File: src/rtl/isort_pkg.sv
// Shared types for the insertion sort engine.
// No dependencies; imported by the cell and the top level.
`default_nettype none

package isort_pkg;

  typedef logic signed [31:0] data_t;

  typedef struct packed {
    logic insert;
    logic pop;
  } cell_ctl_t;

endpackage

`default_nettype wire

File: src/rtl/isort_cell.sv
// One compare-and-shift cell of the sorting chain.
// Depends on isort_pkg for data_t and cell_ctl_t.
`default_nettype none

module isort_cell (
  input  logic                  clk_i,
  input  logic                  rst_ni,
  input  isort_pkg::cell_ctl_t  ctl_i,
  input  isort_pkg::data_t      value_i,
  input  isort_pkg::data_t      prev_value_i,
  input  logic                  prev_valid_i,
  input  logic                  prev_gt_i,
  input  isort_pkg::data_t      next_value_i,
  input  logic                  next_valid_i,
  output isort_pkg::data_t      value_o,
  output logic                  valid_o,
  output logic                  gt_o
);
  import isort_pkg::*;

  data_t value_q, value_d;
  logic  valid_q, valid_d;
  logic  take;

  assign gt_o = valid_q && (value_q > value_i);
  assign take = gt_o || (!valid_q && prev_valid_i);

  always_comb begin
    value_d = value_q;
    valid_d = valid_q;
    if (ctl_i.pop) begin
      value_d = next_value_i;
      valid_d = next_valid_i;
    end else if (ctl_i.insert && take) begin
      value_d = prev_gt_i ? prev_value_i : value_i;
      valid_d = 1'b1;
    end
  end

  always_ff @(posedge clk_i or negedge rst_ni) begin
    if (!rst_ni) begin
      valid_q <= 1'b0;
    end else begin
      valid_q <= valid_d;
    end
  end

  always_ff @(posedge clk_i) begin
    value_q <= value_d;
  end

  assign value_o = value_q;
  assign valid_o = valid_q;

endmodule

`default_nettype wire

File: config.mk
export PLATFORM = sky130hd
export DESIGN_NAME = isort_cell
export DESIGN_NICKNAME = d
export VERILOG_FILES = /design/src/rtl/isort_pkg.sv /design/src/rtl/isort_cell.sv
export SDC_FILE = /design/constraint.sdc
export NUM_CORES = 1
export LEC_CHECK = 0
export BUFFER_PORTS_ARGS = -buffer_cell sky130_fd_sc_hd__buf_2
export CORE_ASPECT_RATIO = 0.7
export CORE_MARGIN = 4
export CORE_UTILIZATION = 50
export CTS_BUF_LIST = sky130_fd_sc_hd__clkbuf_8
export DETAILED_ROUTE_END_ITERATION = 12
export HOLD_SLACK_MARGIN = 0.02
export PLACE_DENSITY = 0.86
export SYNTH_ARGS = -nofsm -noshare
export SYNTH_HDL_FRONTEND = slang
export SYNTH_SLANG_ARGS = --single-unit
File: constraint.sdc
create_clock -name clk_i -period 5.9 [get_ports clk_i]
set_clock_uncertainty 0.15 [all_clocks]
set_input_delay 0.59 -clock clk_i [delete_from_list [all_inputs] [get_ports clk_i]]
set_output_delay 0.59 -clock clk_i [all_outputs]
set_load 0.05 [all_outputs]
Word level (Yosys, flattened, before mapping)

Cells that the tools add are included.

Register bits: 33
Bits in latches: 0
Bits in writable memories: 0
Bits in read-only memories: 0
Bits of input ports: 103
Output and inout bits: 34
Word-level logic and storage cells: 14
Memories kept: 0

$add $sub $neg: 0
Multiply operators: 0
Div/mod/pow operators: 0
$lt $le $gt $ge: 1
Equality and inequality tests: 0
Shifts and indexed selects: 0
Muxes and demuxes: 5
Bitwise operators: 0
Reduce and logical (&&, ||, !) cells: 6

Operators with widths:

| operator            | number |
|---|---|
| $mux W32            | 3 |
| $gt A32 B32 Y1      | 1 |
| $logic_and A1 B1 Y1 | 3 |
| $mux W1             | 2 |
| $reduce_bool A2 Y1  | 1 |
| $logic_not A1 Y1    | 1 |
| $logic_or A1 B1 Y1  | 1 |

Logic depth before layout (Yosys ltp)

Depth in word-level cells: 6
Mapped depth: 9
Depth with buffers taken out: 9

Worst setup path after synthesis

OpenSTA, ideal clock, no wires.

Path kind: reg2reg
Start point: register value_q[10], in the netlist value_o[10]
End point: register value_q[0], in the netlist value_o[0], enable pin
Arrival time: 3516 ps
Data required time: 5325 ps
Setup slack: 1809 ps
Cell stages (with the launch flop): 9
Path buffers: 0
Period minus slack after synthesis: 4091 ps
Cell sequence: edfxtp_1 -> ha_1 -> a21oi_2 -> nand2_1 -> a221o_1 -> a221o_1 -> a21oi_2 -> xnor2_1 -> o21ai_1

Longest elaborated chain between the ends: 5

RTL lines:

| element                      | line             | RTL |
|---|---|---|
| start, declared              | isort_cell.sv:21 | `data_t value_q, value_d;` |
| start signal, assigned       | isort_cell.sv:49 | `value_q <= value_d;` |
| $gt A32 B32 Y1               | isort_cell.sv:25 | `assign gt_o = valid_q && (value_q > value_i);` |
| $logic_and A1 B1 Y1          | isort_cell.sv:25 |  |
| $logic_or A1 B1 Y1           | isort_cell.sv:26 | `assign take = gt_o \|\| (!valid_q && prev_valid_i);` |
| $logic_and A1 B1 Y1          | isort_cell.sv:34 | `end else if (ctl_i.insert && take) begin` |
| $reduce_bool A2 Y1 (no line) | --               |  |

No other way between the ends.
A chain may end at the register's enable or synchronous reset.

Final worst setup path

Start point: input value_i[10]
End point: output gt_o

Longest elaborated chain between the ends: 2

RTL lines:

| element             | line             | RTL |
|---|---|---|
| start, declared     | isort_cell.sv:9  | `input isort_pkg::data_t value_i,` |
| $gt A32 B32 Y1      | isort_cell.sv:25 |  |
| $logic_and A1 B1 Y1 | isort_cell.sv:25 |  |
| end, declared       | isort_cell.sv:17 | `output logic gt_o` |

No other way between the ends.

==> run metrics <==
status=complete, no violations; Mapped Area=0.00249 mm2; number of vias per cell=5.02; vias in the first global route=2277; Worst Path Buf+Inv=3; CTS Root Cell=clkbuf_8; Worst Setup End Kind=output port; Peak VDD IR=0.000119 V; clk_lat worst skew=approximately 280 ps; max-slew violations=0; total die area=about 0.0062 mm2; Lkg Pwr=1.79 nW; Distinct cells, synth=24; Nets=approximately 540; number of synthesis warnings=0; CTS Buf Count=5; Hold Fails Final Rpt=0; startpoint type of the worst setup path=input port; ANT cells=0; first-pass GRT wire length=~11000 um; antenna-violating nets left=0; initial antenna violation count=0; CTS tree=yes; # fillers=375; critical path fanouts, max=3; Post-CTS Setup Bufs=0; Pwr Total=0.787 mW; drt wl/cell=14.5 um; largest net degree at the start of global routing=just under 70; Seq cells post-synth=33; worst min path class=in2reg; Die Span Y=~67 um; Slowest-stage cell, CP=ha_1; first-pass detailed-route iteration total=4; top cell family by delay on the critical path=compound AO/OA/AOI/OAI gates; Tightest Pin Transition=1060 ps; DPL Wire Length=5400 um; initial DRC count=about 100; worst setup path class=in2out; Initial Util=between 50% and 60%; Core Footprint=0.00481 mm2; Chip Width=between 90 and 100 um; final worst path period share=56.0%; RSZ-0062 raised after global routing=false; fraction of layout cells with a size suffix above 1=36.7%; total congestion overflow=0; Fmax=303 MHz; CP peak stage delay=330 ps; Sink Count=33; Area Growth Syn to Fin=33.5%; Cells after DPL=around 460; H-tree Lvls=2; CP cell instances=buf_2 > inv_1 > ha_1 > a21oi_2 > nand2_1 > a221o_1 > a221o_1 > a21oi_2 > xnor2_1 > nor2_1 > buf_2; WP data arrival=between 2000 and 3000 ps; Final min period=3300 ps; Final setup viols=0; Vias=2361; Power Density=~240 mW/mm2; WL final=approximately 7000 um; sequential fraction of the synthesis area=39.6%; gpl congestion=0.820; Longest Clk Path Bufs=2; gr usage total=21.6%; fin cells=470; Syn Area/Cell=between 9 and 10 um2; Slew Limit Headroom=28.9%; CTS clk-pin slew, worst paths=approximately 60 ps; IO buf count=136; Max Cap Viol=0; CP Data Required Time=5160 ps; Mapped Cells=267; post-route setup TNS=0 ps; syn_nets=402; DR DRC count=0; IO Pins=137; # rows=21
[kinds of logic after synthesis]
family,after synthesis,share of synthesized area [%]
compound gates,59,13.3
xor+xnor,1,0.352
fa+ha+maj,32,16.1
buf+inv,47,7.23
flops,33,39.6
mux,32,12.9
simple gates,63,10.6
[flip-flops by register name, summed over array words and instances (netlist names)]
register  count
valid_o       1
value_o      32
[stage by stage]
stage	area, um2	hold slack, ps	worst slack (ps)	util, %
floorplan	2490	144	1810	-
global placement	3220	217	2370	67.1
detailed placement	3220	216	2300	67.1
CTS	3320	376	2590	69.1
global route	3320	430	2420	69.1
finish	3320	385	2600	69.1
[layout make-up]
cell class / instances / area [um2] / area share, %
sequential: 33 / 986 / 29.7
inverter: 36 / 135 / 4.06
clock inverter: 2 / 7.51 / 0.226
multi-input combinational: 187 / 1340 / 40.2
timing repair buffer: 137 / 691 / 20.8
tap: 69 / 86.3 / 2.60
clock buffer: 6 / 82.6 / 2.48
[routing by layer]
metal | part of all wire (%) | vias up | wire length [um] | track usage [%]
met4 | 0.82 | 0 | 56 | 5.00
met5 | 0 | - | 0 | 0
li1 | - | 1210 | - | -
met1 | 44 | 1057 | 2990 | 27.2
met3 | 7.5 | 4 | 507 | 5.53
met2 | 48 | 90 | 3250 | 37.6
[final timing paths]
kind	startpoint	slack [ps]	to	depth (start not counted)
max in group asynchronous	rst_ni	5050	valid_o	2
setup / recovery	value_i[10]	2600	gt_o	11
min in group asynchronous	rst_ni	470	valid_o	2
hold / removal	next_valid_i	390	valid_o	3
hold reg to reg	valid_o	510	valid_o	2
setup reg to reg	value_o[10]	2620	value_o[12]	8
[power breakdown]
group | leakage, nW | internal, mW | switching [mW]
logic | 1.40 | 0.0987 | 0.207
clock network | 0.0538 | 0.0916 | 0.0793
registers | 0.336 | 0.294 | 0.0159
total | 1.79 | 0.484 | 0.302
[cell usage after synthesis]
cell type	instances	area, um2
clkbuf_1	8	30.0
nor3_1	1	5.00
edfxtp_1	32	961
a31oi_1	1	6.26
nor2_1	4	15.0
a21oi_1	12	60.1
o211ai_2	1	12.5
o21ai_1	2	10.0
a21oi_2	2	17.5
a221o_1	2	20.0
mux2i_1	32	320
xnor2_1	1	8.76
o21ai_0	36	180
ha_1	32	400
nand3_1	5	25.0
dfrtp_1	1	25.0
inv_1	36	135
buf_2	3	15.0
nor4_1	2	12.5
a221oi_1	1	8.76
a211oi_1	1	7.51
nand4_1	6	37.5
a21o_2	1	8.76
nand2_1	45	169
[tightest hold or removal path, stage by stage]
cell and delay [ps]:
buf_2 70, nand2_1 50, o21ai_0 60
[what timing repair did]
action | CTS | global route
hold buffers | 1 | 0
gates resized for setup | 0 | 0
hold endpoints to repair | 1 | 0
[cell usage in the layout (no fill, tap or decap), drive strengths merged]
cell           n
nand4          6
mux2i         32
nor3           1
o21ai         38
ha            32
a221oi         1
nor4           2
a211oi         1
nand2         45
nor2           4
a21o           1
nand3          5
edfxtp        32
xnor2          1
a221o          2
a31oi          1
a21oi         14
dfrtp          1
buf          136
o211ai         1
dlygate4sd3    1
clkbuf         6
inv           38
(Power assumes the default switching activity.)
